File: config.mk
export PLATFORM = sky130hd
export DESIGN_NAME = swfrm_ctrl
export DESIGN_NICKNAME = d
export VERILOG_FILES = /design/src/sv/swfrm_pkg.sv /design/src/sv/swfrm_ctrl.sv
export SDC_FILE = /design/constraint.sdc
export NUM_CORES = 1
export LEC_CHECK = 0
export BUFFER_PORTS_ARGS = -buffer_cell sky130_fd_sc_hd__buf_4
export CAP_MARGIN = 5
export CORE_AREA = 4 4 41 43
export CTS_CLUSTER_SIZE = 30
export DETAILED_ROUTE_END_ITERATION = 16
export DIE_AREA = 0 0 45 47
export PLACE_DENSITY = 0.49
export SLEW_MARGIN = 20
export SYNTH_ARGS = -nofsm -noshare
export SYNTH_HDL_FRONTEND = slang
export SYNTH_SLANG_ARGS = --single-unit
File: constraint.sdc
create_clock -name clk -period 1 [get_ports clk]
set_input_delay 0.1 -clock clk [delete_from_list [all_inputs] [get_ports clk]]
set_output_delay 0.1 -clock clk [all_outputs]
set_load 0.01 [all_outputs]
File: src/sv/swfrm_pkg.sv
// shared constants, types and helpers for the sliding window frame rate meter
// no dependencies
`timescale 1ns / 1ps
`default_nettype none

package swfrm_pkg;

  localparam int FIFO_DEPTH = 256;
  localparam int IDX_W      = $clog2(FIFO_DEPTH);
  localparam int CNT_W      = $clog2(FIFO_DEPTH + 1);

  localparam int TS_W       = 32;
  localparam int RATE_W     = 17;
  localparam int FRAMES_W   = 48;
  localparam int SMOOTH_W   = 40;
  localparam int ALPHA_W    = 9;
  localparam int MS_W       = 16;
  localparam int PROD_W     = SMOOTH_W + ALPHA_W;

  localparam logic [RATE_W-1:0]  RATE_MAX    = 17'h1FFFF;
  localparam logic [ALPHA_W-1:0] ALPHA_ONE   = 9'd256;
  localparam int                 SCALE_W     = 18;
  localparam logic [SCALE_W-1:0] RATE_SCALE  = 18'd256000;
  localparam int                 NUM_W       = CNT_W + SCALE_W;
  localparam int                 DCNT_W      = $clog2(NUM_W + 1);

  localparam int CFG_IDX_W  = 2;
  localparam int CFG_DATA_W = 17;
  localparam logic [CFG_IDX_W-1:0] CFG_ALPHA    = 2'd0;
  localparam logic [CFG_IDX_W-1:0] CFG_INIT     = 2'd1;
  localparam logic [CFG_IDX_W-1:0] CFG_WINDOW   = 2'd2;
  localparam logic [CFG_IDX_W-1:0] CFG_MIN_SPAN = 2'd3;

  localparam logic REQ_FRAME = 1'b0;

  typedef struct packed {
    logic latch;
    logic pop;
    logic div_load;
    logic div_step;
    logic rate_plain;
    logic push;
    logic mul;
    logic ema;
    logic load_out;
  } cmd_t;

  typedef struct packed {
    logic drop_ok;
    logic span_ok;
    logic div_last;
    logic is_frame;
    logic out_free;
  } status_t;

  function automatic logic [RATE_W-1:0] sat_rate(input logic [NUM_W-1:0] v);
    if (v > NUM_W'(RATE_MAX)) begin
      sat_rate = RATE_MAX;
    end else begin
      sat_rate = v[RATE_W-1:0];
    end
  endfunction

endpackage

`default_nettype wire

File: src/sv/swfrm_ctrl.sv
// sequencer for the frame rate meter: window drop loop, divide, frame update
// depends on swfrm_pkg
`timescale 1ns / 1ps
`default_nettype none

module swfrm_ctrl (
  input  wire               clk,
  input  wire               rst_n,
  input  wire               in_valid,
  output logic              in_ready,
  input  swfrm_pkg::status_t status,
  output swfrm_pkg::cmd_t   cmd
);

  localparam logic [2:0] S_IDLE  = 3'd0;
  localparam logic [2:0] S_READ  = 3'd1;
  localparam logic [2:0] S_CHECK = 3'd2;
  localparam logic [2:0] S_DIV   = 3'd3;
  localparam logic [2:0] S_FRAME = 3'd4;
  localparam logic [2:0] S_MUL   = 3'd5;
  localparam logic [2:0] S_EMA   = 3'd6;
  localparam logic [2:0] S_DONE  = 3'd7;

  logic [2:0] state_r, state_nxt;

  assign in_ready = (state_r == S_IDLE);

  always_comb begin
    state_nxt = state_r;
    cmd       = '0;
    unique case (state_r)
      S_IDLE: begin
        if (in_valid) begin
          cmd.latch = 1'b1;
          state_nxt = S_READ;
        end
      end
      S_READ: begin
        state_nxt = S_CHECK;
      end
      S_CHECK: begin
        if (status.drop_ok) begin
          cmd.pop   = 1'b1;
          state_nxt = S_READ;
        end else if (status.span_ok) begin
          cmd.div_load = 1'b1;
          state_nxt    = S_DIV;
        end else begin
          cmd.rate_plain = 1'b1;
          state_nxt      = S_FRAME;
        end
      end
      S_DIV: begin
        cmd.div_step = 1'b1;
        if (status.div_last) begin
          state_nxt = S_FRAME;
        end
      end
      S_FRAME: begin
        if (status.is_frame) begin
          cmd.push  = 1'b1;
          state_nxt = S_MUL;
        end else begin
          state_nxt = S_DONE;
        end
      end
      S_MUL: begin
        cmd.mul   = 1'b1;
        state_nxt = S_EMA;
      end
      S_EMA: begin
        cmd.ema   = 1'b1;
        state_nxt = S_DONE;
      end
      S_DONE: begin
        if (status.out_free) begin
          cmd.load_out = 1'b1;
          state_nxt    = S_IDLE;
        end
      end
      default: begin
        state_nxt = S_IDLE;
      end
    endcase
  end

  always_ff @(posedge clk) begin
    if (!rst_n) begin
      state_r <= S_IDLE;
    end else begin
      state_r <= state_nxt;
    end
  end

  a_div_exit: assert property (@(posedge clk) disable iff (!rst_n)
    (state_r == S_DIV && status.div_last) |=> (state_r == S_FRAME))
    else $error("divider exit not taken");

  a_accept_only_idle: assert property (@(posedge clk) disable iff (!rst_n)
    cmd.latch |=> (state_r == S_READ))
    else $error("accept outside idle");

  a_single_cmd: assert property (@(posedge clk) disable iff (!rst_n)
    $onehot0({cmd.pop, cmd.div_load, cmd.rate_plain, cmd.push, cmd.load_out}))
    else $error("conflicting commands");

endmodule

`default_nettype wire

* Yosys cells after proc, flatten, opt, wreduce, memory -nomap -nowiden
Index checks and enable logic that the tools add are counted.
Storage, ports and cells: logic and storage cells 36, register bits 3, memory bits (writable) 0, memories kept 0, latch bits 0, memory bits (read-only) 0
Operators by class: multiply operators 0, bitwise logic cells 0, magnitude comparators 0, add/subtract/negate cells 0, reduce and logical (&&, ||, !) cells 2, multiplexer cells 23, shifts and indexed selects 0, equal/unequal tests 10, divide/modulo/power cells 0
Operator list (number):
- $pmux W3 S8 | 1
- $mux W1 | 15
- $mux W3 | 5
- $eq A3 B3 Y1 const B | 4
- $eq A3 B2 Y1 const B | 2
- $ne A2 B2 Y1 const B | 3
- $mux W2 | 2
- $eq A3 B1 Y1 const B | 1
- $logic_not A3 Y1 | 1
- $reduce_and A3 Y1 | 1

* Depth between registers and ports, before layout
Gate-level depths: netlist of the first run.
depth in word-level cells 3, mapped depth 4, depth with buffers taken out 3

* Least setup slack after synthesis of the first run
No wires, ideal clock.
path type reg2out, from reg state_r[0], to out cmd[8] in the netlist's numbering, path buffers 1, arrival 1.002 ns, cell stages (with the launch flop) 4, path slack -0.102 ns, data required time 0.900 ns, path through dfxtp_1 buf_6 nor3_1 and2_1
RTL lines:
- start: declaration | RTL line swfrm_ctrl.sv:24 | logic [2:0] state_r, state_nxt;
- start signal: assignment | RTL line swfrm_ctrl.sv:91 | state_r <= state_nxt;
- end: declaration | RTL line swfrm_ctrl.sv:12 | output swfrm_pkg::cmd_t cmd

==> out/qor_table.md, run 1 <==
| Quantity | This run | Unit |
|---|---|---|
| Buffer depth of the longest clock path | 2 | - |
| Number of antenna violations at the first check in global routing | 0 | - |
| IO Port Bufs | 17 | - |
| Most common cell after layout, fill and taps aside | buf_4 | - |
| Rows | 13 | - |
| Critical path startpoint category | flip-flop | - |
| Post-synthesis cell area | 308 | um^2 |
| Gate count after technology mapping | 40 | - |
| Pin count of the biggest net entering global routing | 8 | - |
| Effective utilization at floorplan | 0.237 | - |
| Leakage power | 0.332 | nW |
| Number of global-route vias before repair | 435 | - |
| Num CTS Buffers | 3 | - |
| CP Capture Point | cmd[8] | - |
| Sinks on the clock net | 3 | - |
| Number of flip-flops under the largest register name | 3 | - |
| Global-route wire length before repair | 1850 | um |
| Syn avg cell area | 7.69 | um^2 |
| Transition time at the pin with the least slew margin | 256 | ps |
| Highest-count cells in the layout ignoring fill and taps | buf_4, buf_6, nor2_2, clkbuf_4, dfxtp_4 | - |
| Path class of the lowest-slack min-delay path | in2reg | - |
| Share of cells above drive strength 1 | 0.757 | - |
| Post-layout min period | 1240 | ps |
| Setup-violating endpoint count in the final report | 13 | - |
| Number of nets with antenna violations after routing | 0 | - |
| Family of cells with the greatest summed delay on the critical path | flip-flops | - |
| Total track usage | 0.120 | - |
| Cell breakdown of the critical path | buf_6 -> nor3_4 -> and2_4 -> buf_6 | - |
| Placed Area | 510 | um^2 |
| Beginning of the worst register-to-register path | state_r[0]$_SDFFE_PN0P_ | - |
| Launching instance or port of the critical path | state_r[1]$_SDFFE_PN0P_ | - |
| Worst slew margin | 0.829 | - |
| Result of the run | complete, but fails checks | - |
| Number of diodes | 0 | - |
| Fraction of post-synthesis cell area in the top cell type by area | 0.195 | - |
| Max FO, Critical Path | 7 | - |
| Fin util | 0.543 | - |
| Required time at the worst-slack endpoint | 900 | ps |
| Type of the worst setup path | reg2out | - |
| Layout Cell Area excl Fill | 707 | um^2 |
| Final critical-path share of the clock period | 1.24 | - |
| Registers with the most flip-flops | state_r (3) | - |
| DRC violation total after the first TritonRoute iteration | 0 | - |
| Endpoint of the lowest-slack register-to-register path | state_r[1]$_SDFFE_PN0P_ | - |
| Horiz. Die Dim | 45 | um |
| Final Hold Slack | 114 | ps |
| Crit path max-delay cell type | dfxtp_4 | - |
| Endpoint class of the critical path | primary output | - |
| Die area | 2120 | um^2 |
| Max Cap Viol | 0 | - |
| Register-to-register setup slack | -200 | ps |
| Peak supply drop | 1.21 | mV |
| Peak per-stage delay on the critical path | 370 | ps |
| Register ranked first by flip-flop count | state_r | - |
| Total count of max-transition violations in the final report | 0 | - |
| Maximum operating frequency | 0.809 | GHz |
| Most area-consuming cells after synthesis | dfxtp_1, nor4_4, and3_1 | - |
| TritonCTS clock tree | yes | - |
| Area of the placeable core | 1300 | um^2 |
| Synthesis Warnings | 0 | - |
| Synth Net Count | 48 | - |
| Total overflow reported by the global router | 0 | - |
| Final weighted congestion in routability-driven placement | 0.708 | - |
| Power density of the placed cells | 2390 | nW/um^2 |
| Post-detailed-route wirelength per cell | 11.6 | um |
| CP dominant cell by count | buf_6 | - |
| Number of nets in the layout | 83 | - |
| Portion of the post-synthesis area used by sequential elements | 0.195 | - |
| Clock latency on the worst-skew pair | 240 | ps |
| DRC Markers | 0 | - |
| CP Data Arrival Time | 1140 | ps |
| Final setup TNS | -2550 | ps |
| Stages on the worst setup path | 4 | - |
| Clock transition at path regs | 40 | ps |
| Setup repair after global routing missed its margin | yes | - |
| Top-level port count | 18 | - |
| Worst Skew | 2.18 | ps |
| Post-detailed-routing wire length | 1030 | um |
| Detailed-placement wirelength estimate | 700 | um |
| Vias after detailed routing | 409 | - |
| Violations in the final reports | negative setup slack | - |
| Buffers & Inverters on Critical Path | 2 | - |
| Area delta synth->final | 130 | % |
| Worst path setup slack after routing | -236 | ps |
| Fin. Hold Viols | 0 | - |
| Synth area leader | dfxtp_1 | - |
| Number of levels in the clock H-tree | 1 | - |
| Total iterations of the first detailed-routing run | 1 | - |
| Number of flip-flops and latches in the synthesized netlist | 3 | - |
| Drt via density | 4.60 | - |
| Vertical die dimension | 47 | um |
| Number of distinct library cells after synthesis | 23 | - |
| Count of cells along the worst register-to-register path | 6 | - |
| Buffer cell driving the clock tree root | clkbuf_4 | - |
==> per-stage QoR <==
stage	std cells	worst slack, ps	power (mW)
2_1_floorplan	40	-52.0	0.714
3_3_place_gp	78	-181	1.03
3_5_place_dp	78	-181	1.02
4_1_cts	88	-263	1.60
5_1_grt	89	-303	1.83
6_report	89	-236	1.69
==> worst min-delay path: stages <==
cell	delay, ps
buf_4	120
inv_1	60
a221oi_2	30
==> how the worst min path moves through the flow <==
stage,slack (ps),endpoint,from,depth (start not counted)
after floorplan,230,state_r[0]$_SDFFE_PN0P_,rst_n,2
after global placement,380,state_r[2]$_SDFFE_PN0P_,rst_n,3
after detailed placement,370,state_r[2]$_SDFFE_PN0P_,rst_n,3
after CTS,110,state_r[2]$_SDFFE_PN0P_,rst_n,3
after global routing,110,state_r[0]$_SDFFE_PN0P_,rst_n,3
final,110,state_r[2]$_SDFFE_PN0P_,rst_n,3
==> cells by family after synthesis <==
logic type,Yosys count,synth area share
AOI/OAI and AO/OA,10,0.272
buffers and inverters,5,0.102
DFF,3,0.195
and+or+nand+nor,22,0.431
==> synth_stat cells (all sizes together) <==
| cell | n |
|---|---|
| o21ai | 2 |
| dfxtp | 3 |
| inv | 2 |
| nand2b | 3 |
| a21o | 1 |
| nor2 | 4 |
| buf | 3 |
| a22oi | 1 |
| nor4 | 1 |
| a21oi | 1 |
| a31oi | 1 |
| nor2b | 3 |
| and3 | 3 |
| a41oi | 1 |
| or3 | 1 |
| o31a | 1 |
| nor3 | 2 |
| a221oi | 1 |
| o21bai | 1 |
| nand2 | 3 |
| and2 | 2 |
==> power by group <==
group          internal [mW]  switching, mW
Combinational          0.736          0.458
Clock                  0.150         0.0720
Sequential             0.188         0.0822
Total                   1.07          0.613
==> final cells by class <==
class,count,area (um^2)
multi-input combinational,32,282
tap,15,18.8
inverter,2,7.51
timing repair buffer,33,302
fill,135,594
clock buffer,4,26.3
sequential,3,71.3
==> what timing repair did <==
item / in CTS / in global routing
pin swaps: 8 / 6
endpoints found under the setup margin: 13 / 13
buffers inserted: 6 / 1
hold buffers: 0 / 0
gates resized for setup: 24 / 10
hold endpoints to repair: 0 / 0
==> per-layer routing <==
| layer | GRT usage | share of wire | vias up |
|---|---|---|---|
| li1 | - | - | 210 |
| met4 | 0.0351 | 0.0078 | 0 |
| met5 | 0 | 0 | - |
| met3 | 0.0498 | 0.089 | 2 |
| met2 | 0.203 | 0.49 | 15 |
| met1 | 0.138 | 0.41 | 182 |
Note: power is estimated with default switching activity, not from simulation.
==> run 2, diff against run 1 <==
--- a/config.mk
+++ b/config.mk
@@ -5,12 +5,15 @@
 export SDC_FILE = /design/constraint.sdc
 export NUM_CORES = 1
 export LEC_CHECK = 0
+export ABC_AREA = 1
 export BUFFER_PORTS_ARGS = -buffer_cell sky130_fd_sc_hd__buf_4
 export CAP_MARGIN = 5
 export CORE_AREA = 4 4 41 43
+export CTS_BUF_LIST = sky130_fd_sc_hd__clkbuf_8
 export CTS_CLUSTER_SIZE = 30
 export DETAILED_ROUTE_END_ITERATION = 16
 export DIE_AREA = 0 0 45 47
+export GPL_TIMING_DRIVEN = 0
 export PLACE_DENSITY = 0.49
 export SLEW_MARGIN = 20
 export SYNTH_ARGS = -nofsm -noshare
==> out/qor_table.md, run 2 <==
| Quantity | This run | Unit | Delta |
|---|---|---|---|
| Final critical-path share of the clock period | 1.21 | - | -0.0291 |
| IO Port Bufs | 17 | - | unchanged |
| Critical path startpoint category | flip-flop | - |  |
| Final setup TNS | -1890 | ps | +665 ps |
| Total overflow reported by the global router | 0 | - | unchanged |
| HP Start | rst_n | - |  |
| Number of nets in the layout | 89 | - | +7.2% |
| Leakage power | 0.349 | nW | +5.1% |
| Vias after detailed routing | 413 | - | +0.98% |
| Drt via density | 4.35 | - | -5.4% |
| Effective utilization at floorplan | 0.234 | - | -0.00288 |
| Global-route wire length before repair | 1680 | um | -9.0% |
| Area delta synth->final | 123 | % |  |
| Worst path setup slack after routing | -207 | ps | +29.1 ps |
| Synth area leader | dfxtp_1 | - |  |
| Detailed-placement wirelength estimate | 642 | um | -8.2% |
| Post-synth ARST share | 0 | - | unchanged |
| Net Sw Power | 696 | uW | +14% |
| Fill cell count | 146 | - | +8.1% |
| Syn avg cell area | 6.08 | um^2 | -21% |
| Violations in the final reports | negative setup slack | - |  |
| Worst hold endpoint | state_r[1]$_SDFFE_PN0P_ | - |  |
| Internal power | 1.01 | mW | -6.0% |
| Max Cap Viol | 0 | - | unchanged |
| Fraction of post-synthesis cell area in the top cell type by area | 0.198 | - | +0.00241 |
| Register ranked first by flip-flop count | state_r | - |  |
| Number of global-route vias before repair | 410 | - | -5.7% |
| Required time at the worst-slack endpoint | 900 | ps | about the same |
| Number of enable flip-flop cells after synthesis | 0 | - | unchanged |
| Sinks on the clock net | 3 | - | unchanged |
| Number of levels in the clock H-tree | 1 | - | unchanged |
| TritonCTS clock tree | yes | - |  |
| Buffers & Inverters on Critical Path | 2 | - | unchanged |
| Highest-count cells in the layout ignoring fill and taps | buf_4, inv_1, nor2_1, buf_6, nand2_1 | - |  |
| Number of flip-flops and latches in the synthesized netlist | 3 | - | unchanged |
| Proportion of total power due to net switching | 0.408 | - | +0.0451 |
| Final weighted congestion in routability-driven placement | 0.693 | - | -2.1% |
| Most area-consuming cells after synthesis | dfxtp_1, inv_1, nor2_1 | - |  |
| Endpoint of the lowest-slack register-to-register path | state_r[2]$_SDFFE_PN0P_ | - |  |
| Worst Skew | 2.83 | ps | +0.648 ps |
| Type of the worst setup path | reg2out | - |  |
| Area of the placeable core | 1300 | um^2 | unchanged |
| Overall power | 1.71 | mW | +1.1% |
| Beginning of the worst register-to-register path | state_r[2]$_SDFFE_PN0P_ | - |  |
| Register-to-register setup slack | -110 | ps | +90 ps |
| Number of nets with antenna violations after routing | 0 | - | unchanged |
| Post-detailed-routing wire length | 954 | um | -7.2% |
| Setup repair after global routing missed its margin | yes | - |  |
| Power density of the placed cells | 2520 | nW/um^2 | +5.6% |
| Synth Net Count | 58 | - | +21% |
| Registers with the most flip-flops | state_r (3) | - |  |
| Clock latency on the worst-skew pair | 220 | ps | -20 ps |
| Comb pwr share | 0.655 | - | -0.053 |
| Die area | 2120 | um^2 | unchanged |
| Peak supply drop | 0.944 | mV | -22% |
| Number of flip-flops under the largest register name | 3 | - | unchanged |
| Power share of the clock group | 0.203 | - | +0.071 |
| Buffer cell driving the clock tree root | clkbuf_8 | - |  |
| Result of the run | complete, but fails checks | - |  |
| Cell breakdown of the critical path | buf_6 -> nor4_4 -> buf_4 | - |  |
| Number of diodes | 0 | - | unchanged |
| Number of distinct library cells after synthesis | 18 | - | -22% |
| Peak per-stage delay on the critical path | 370 | ps | about the same |
| Non-filler cells, final | 95 | - | +6.7% |
| Hold path cells | 3 | - | unchanged |
| Post-detailed-route wirelength per cell | 10.0 | um | -13% |
| Transition time at the pin with the least slew margin | 194 | ps | -62.2 ps |
| Count of cells along the worst register-to-register path | 7 | - | +1 |
| Dpl cells | 82 | - | +5.1% |
| Crit path max-delay cell type | dfxtp_4 | - |  |
| Most common cell after layout, fill and taps aside | buf_4 | - |  |
| Total track usage | 0.112 | - | -0.00789 |
| Post-layout min period | 1210 | ps | -29.1 ps |
| Commonest cells in the netlist | inv_1, nor2_1, nand3_1 | - |  |
| Top-level port count | 18 | - | unchanged |
| Max FO, Critical Path | 4 | - | -3 |
| DRC Markers | 0 | - | unchanged |
| Total iterations of the first detailed-routing run | 2 | - | +1 |
| Pin count of the biggest net entering global routing | 11 | - | +3 |
| Rows | 13 | - | unchanged |
| Synthesis Warnings | 0 | - | unchanged |
| Family of cells with the greatest summed delay on the critical path | flip-flops | - |  |
| Portion of the post-synthesis area used by sequential elements | 0.198 | - | +0.00241 |
| Setup-violating endpoint count in the final report | 13 | - | unchanged |
| Buffer depth of the longest clock path | 2 | - | unchanged |
| Fin. Hold Viols | 0 | - | unchanged |
| Ys flop type | dfxtp_1 | - |  |
| Post-synthesis cell area | 304 | um^2 | -1.2% |
| CP Data Arrival Time | 1110 | ps | -30 ps |
| Num CTS Buffers | 3 | - | unchanged |
| Endpoint class of the critical path | primary output | - |  |
| Horiz. Die Dim | 45 | um | unchanged |
| DRC violation total after the first TritonRoute iteration | 4 | - | +4 |
| Part of the total power dissipated in sequential elements | 0.143 | - | -0.017 |
| Gate count after technology mapping | 50 | - | +25% |
| Clock transition at path regs | 30 | ps | about the same |
| Maximum operating frequency | 0.829 | GHz | +2.4% |
| Share of cells above drive strength 1 | 0.625 | - | -0.132 |
| Worst slew margin | 0.870 | - | +0.0404 |
| Vertical die dimension | 47 | um | unchanged |
| Total count of max-transition violations in the final report | 0 | - | unchanged |
| Number of antenna violations at the first check in global routing | 0 | - | unchanged |
| Path class of the lowest-slack min-delay path | in2reg | - |  |
==> run 2: repair_timing <==
| item | in CTS | in global routing |
|---|---|---|
| pin swaps | 6 | 8 |
| setup endpoints to repair | 13 | 13 |
| gates cloned | 0 | 0 |
| hold buffers | 0 | 0 |
| buffers inserted | 5 | 4 |
| resized for setup | 11 | 15 |
==> run 2: cells by family (layout without fill, tap and decap cells) <==
group,Yosys count,count (layout),share of synthesized area
DFF,3,3,0.198
and+or+nand+nor,32,32,0.593
buffers and inverters,14,44,0.189
AOI/OAI and AO/OA,1,1,0.0206
==> run 2: per-stage QoR <==
| step | setup slack, ps | util | hold slack (ps) | instance area [um^2] |
|---|---|---|---|---|
| 2_1_floorplan | 6.28 | - | 247 | 320 |
| 3_3_place_gp | -188 | 0.359 | 377 | 467 |
| 3_5_place_dp | -163 | 0.359 | 378 | 467 |
| 4_1_cts | -188 | 0.453 | 150 | 589 |
| 5_1_grt | -265 | 0.520 | 161 | 677 |
| 6_report | -207 | 0.520 | 149 | 677 |
==> run 2: layout make-up <==
class | instances | area [um^2] | share of cell area
tap | 15 | 18.8 | 0.0277
sequential | 3 | 66.3 | 0.0980
inverter | 12 | 57.6 | 0.0850
clock buffer | 3 | 41.3 | 0.0610
multi-input combinational | 33 | 245 | 0.362
buffer | 2 | 30.0 | 0.0444
timing repair buffer | 26 | 214 | 0.316
clock inverter | 1 | 3.75 | 0.00555
==> run 2: worst reg2reg max path, stage by stage, from the launching register on <==
cell and delay, ps:
dfxtp_2 320, buf_8 150, inv_8 50, buf_4 120, nand4_2 110, nand3_2 90
nor2_1 110, nor2_1 40
==> run 2: layer usage <==
layer | track usage | up-vias | part of all wire
met5 | 0 | - | 0
met2 | 0.186 | 15 | 0.51
met1 | 0.131 | 176 | 0.40
met4 | 0.0702 | 0 | 0.024
li1 | - | 220 | -
met3 | 0.0230 | 2 | 0.068
==> run 2: power by group through the flow <==
| stage | sequential [mW] | clock [mW] | combinational, mW |
|---|---|---|---|
| after detailed placement | 0.213 | 0 | 0.707 |
| final | 0.243 | 0.346 | 1.12 |
| after floorplan | 0.202 | 0 | 0.496 |
| after global placement | 0.214 | 0 | 0.710 |
| after global routing | 0.253 | 0.373 | 1.22 |
| after CTS | 0.233 | 0.356 | 0.878 |
==> run 2: worst max-delay path by stage <==
stage          slack (ps)                       to               startpoint  cells past startpoint
6_report             -210                   cmd[3]  state_r[1]$_SDFFE_PN0P_                      3
3_5_place_dp         -160                   cmd[4]  state_r[1]$_SDFFE_PN0P_                      5
2_1_floorplan           6  state_r[0]$_SDFFE_PN0P_  state_r[2]$_SDFFE_PN0P_                      6
3_3_place_gp         -190                   cmd[4]  state_r[1]$_SDFFE_PN0P_                      5
4_1_cts              -190                   cmd[4]  state_r[1]$_SDFFE_PN0P_                      5
5_1_grt              -270                   cmd[3]  state_r[1]$_SDFFE_PN0P_                      3
==> run 3, diff against run 2 <==
--- a/config.mk
+++ b/config.mk
@@ -14,7 +14,7 @@
 export DETAILED_ROUTE_END_ITERATION = 16
 export DIE_AREA = 0 0 45 47
 export GPL_TIMING_DRIVEN = 0
-export PLACE_DENSITY = 0.49
+export PLACE_DENSITY = 0.47
 export SLEW_MARGIN = 20
 export SYNTH_ARGS = -nofsm -noshare
 export SYNTH_HDL_FRONTEND = slang
==> constraint.sdc (replaced) <==
create_clock -name clk -period 1.13 [get_ports clk]
set_input_delay 0.113 -clock clk [delete_from_list [all_inputs] [get_ports clk]]
set_output_delay 0.113 -clock clk [all_outputs]
set_load 0.01 [all_outputs]
==> out/qor_table.md, run 3 (synthesis results as in run 2) <==
| Quantity | This run | Unit | Delta |
|---|---|---|---|
| Result of the run | complete, but fails checks | - |  |
| Violations in the final reports | negative setup slack | - |  |
| Layout Cell Area excl Fill | 678 | um^2 | +0.18% |
| Path class of the lowest-slack min-delay path | in2reg | - |  |
| Maximum operating frequency | 0.805 | GHz |  |
| Number of antenna violations at the first check in global routing | 0 | - | unchanged |
| Power density of the placed cells | 2220 | nW/um^2 | -12% |
| Placed Area | 450 | um^2 | -3.5% |
| Worst Skew | 1.67 | ps | -1.15 ps |
| Overall power | 1.50 | mW | -12% |
| Total track usage | 0.107 | - | -0.00544 |
| Dpl cells | 82 | - | unchanged |
| Global-route wire length before repair | 1570 | um | -6.5% |
| Worst path setup slack after routing | -113 | ps | +94.0 ps |
| Pre-CTS WS | -50.2 | ps | +112 ps |
| Leakage power | 0.342 | nW | -2.1% |
| Horiz. Die Dim | 45 | um | unchanged |
| Register-to-register setup slack | -10 | ps | +100 ps |
| Endpoint of the lowest-slack register-to-register path | state_r[1]$_SDFFE_PN0P_ | - |  |
| CP dominant cell by count | buf_4 | - |  |
| DRC violation total after the first TritonRoute iteration | 4 | - | unchanged |
| Number of nets in the layout | 90 | - | +1.1% |
| Fill cell count | 131 | - | -10% |
| Launching instance or port of the critical path | state_r[2]$_SDFFE_PN0P_ | - |  |
| Buffers & Inverters on Critical Path | 2 | - | unchanged |
| Total iterations of the first detailed-routing run | 4 | - | +2 |
| Crit path max-delay cell type | dfxtp_4 | - |  |
| Number of diodes | 0 | - | unchanged |
| TritonCTS clock tree | yes | - |  |
| Vias after detailed routing | 433 | - | +4.8% |
| Final weighted congestion in routability-driven placement | 0.738 | - | +6.5% |
| Number of global-route vias before repair | 388 | - | -5.4% |
| Total count of max-transition violations in the final report | 0 | - | unchanged |
| Final critical-path share of the clock period | 1.10 | - |  |
| Area delta synth->final | 123 | % |  |
| Drt via density | 4.51 | - | +3.8% |
| Vertical die dimension | 47 | um | unchanged |
| Post-detailed-route wirelength per cell | 11.1 | um | +11% |
| Critical path startpoint category | flip-flop | - |  |
| CP Data Arrival Time | 1130 | ps | +20 ps |
| Rows | 13 | - | unchanged |
| Max FO, Critical Path | 6 | - | +2 |
| Sinks on the clock net | 3 | - | unchanged |
| Post-layout min period | 1240 | ps |  |
| Endpoint class of the critical path | primary output | - |  |
| Beginning of the worst register-to-register path | state_r[2]$_SDFFE_PN0P_ | - |  |
| Final setup TNS | -564 | ps | +1320 ps |
| Die area | 2120 | um^2 | unchanged |
| Number of levels in the clock H-tree | 1 | - | unchanged |
| Buffer cell driving the clock tree root | clkbuf_8 | - |  |
| Worst slew margin | 0.863 | - | -0.00667 |
| Effective utilization at floorplan | 0.234 | - | unchanged |
| Transition time at the pin with the least slew margin | 204 | ps | +10.7 ps |
| Cell breakdown of the critical path | buf_4 -> nor4_4 -> buf_4 | - |  |
| Fin util | 0.521 | - | +0.000962 |
| Final Hold Slack | 170 | ps | +21.3 ps |
| Registers with the most flip-flops | state_r (3) | - |  |
| Count of cells along the worst register-to-register path | 6 | - | -1 |
| Pin count of the biggest net entering global routing | 10 | - | -1 |
| Num CTS Buffers | 3 | - | unchanged |
| IO Port Bufs | 17 | - | unchanged |
| Area of the placeable core | 1300 | um^2 | unchanged |
| Highest-count cells in the layout ignoring fill and taps | buf_4, inv_1, nor2_1, nand2_1 | - |  |
| Most common cell after layout, fill and taps aside | buf_4 | - |  |
| Max Cap Viol | 0 | - | unchanged |
| Type of the worst setup path | reg2out | - |  |
| Family of cells with the greatest summed delay on the critical path | flip-flops | - |  |
| Total overflow reported by the global router | 0 | - | unchanged |
| Stages on the worst setup path | 3 | - | unchanged |
| Buffer depth of the longest clock path | 2 | - | unchanged |
| Setup-violating endpoint count in the final report | 11 | - | -2 |
| Required time at the worst-slack endpoint | 1020 | ps | +120 ps |
| Share of cells above drive strength 1 | 0.642 | - | +0.0170 |
| Setup repair after global routing missed its margin | yes | - |  |
| CP Capture Point | cmd[8] | - |  |
| Peak per-stage delay on the critical path | 390 | ps | +20 ps |
| DRC Markers | 0 | - | unchanged |
| Detailed-placement wirelength estimate | 653 | um | +1.8% |
| Number of flip-flops under the largest register name | 3 | - | unchanged |
| Non-filler cells, final | 96 | - | +1.1% |
| Clock latency on the worst-skew pair | 210 | ps | about the same |
| Clock transition at path regs | 30 | ps | about the same |
| Fin. Hold Viols | 0 | - | unchanged |
| Top-level port count | 18 | - | unchanged |
| Number of nets with antenna violations after routing | 0 | - | unchanged |
| Peak supply drop | 0.820 | mV | -13% |
| Post-detailed-routing wire length | 1070 | um | +12% |
| Register ranked first by flip-flop count | state_r | - |  |
[run 3: power by group]
group          leakage (nW)  internal, mW  switching [mW]
registers            0.0264         0.169           0.109
logic                 0.288         0.471           0.454
clock network        0.0269         0.231          0.0695
total                 0.342         0.871           0.633
[run 3: worst min-delay path by stage]
stage / start / to / slack [ps] / cells after the start
5_1_grt: rst_n / state_r[1]$_SDFFE_PN0P_ / 170 / 3
6_report: rst_n / state_r[1]$_SDFFE_PN0P_ / 170 / 3
4_1_cts: rst_n / state_r[1]$_SDFFE_PN0P_ / 170 / 3
3_3_place_gp: rst_n / state_r[1]$_SDFFE_PN0P_ / 390 / 3
2_1_floorplan: rst_n / state_r[2]$_SDFFE_PN0P_ / 260 / 2
3_5_place_dp: rst_n / state_r[1]$_SDFFE_PN0P_ / 390 / 3
[run 3: repair_timing]
| item | CTS | global route |
|---|---|---|
| setup endpoints to repair | 13 | 13 |
| resized for setup | 21 | 10 |
| pin swaps | 3 | 5 |
| setup buffers | 5 | 6 |
| hold buffers | 0 | 0 |
[run 3: layer usage]
metal / GRT usage / vias up / wire, um
met4: 0.0702 / 0 / 0
li1: - / 223 / -
met1: 0.129 / 196 / 402
met2: 0.172 / 14 / 596
met5: 0 / - / 0
met3: 0.0192 / 0 / 71
[run 3: cell type report]
class / instances / area [um^2] / share of cell area
multi-input cells: 33 / 246 / 0.363
flip-flops and latches: 3 / 68.8 / 0.101
repair buffers: 28 / 221 / 0.327
plain buffers: 1 / 15.0 / 0.0221
clock inverters: 1 / 3.75 / 0.00554
inverters: 12 / 62.6 / 0.0923
clock buffers: 3 / 41.3 / 0.0609
well taps: 15 / 18.8 / 0.0277
[run 3: worst min-delay path, delay by kind of cell]
kind | cells | cell delay [ps]
simple gates | 2 | 150
buf+inv | 1 | 80
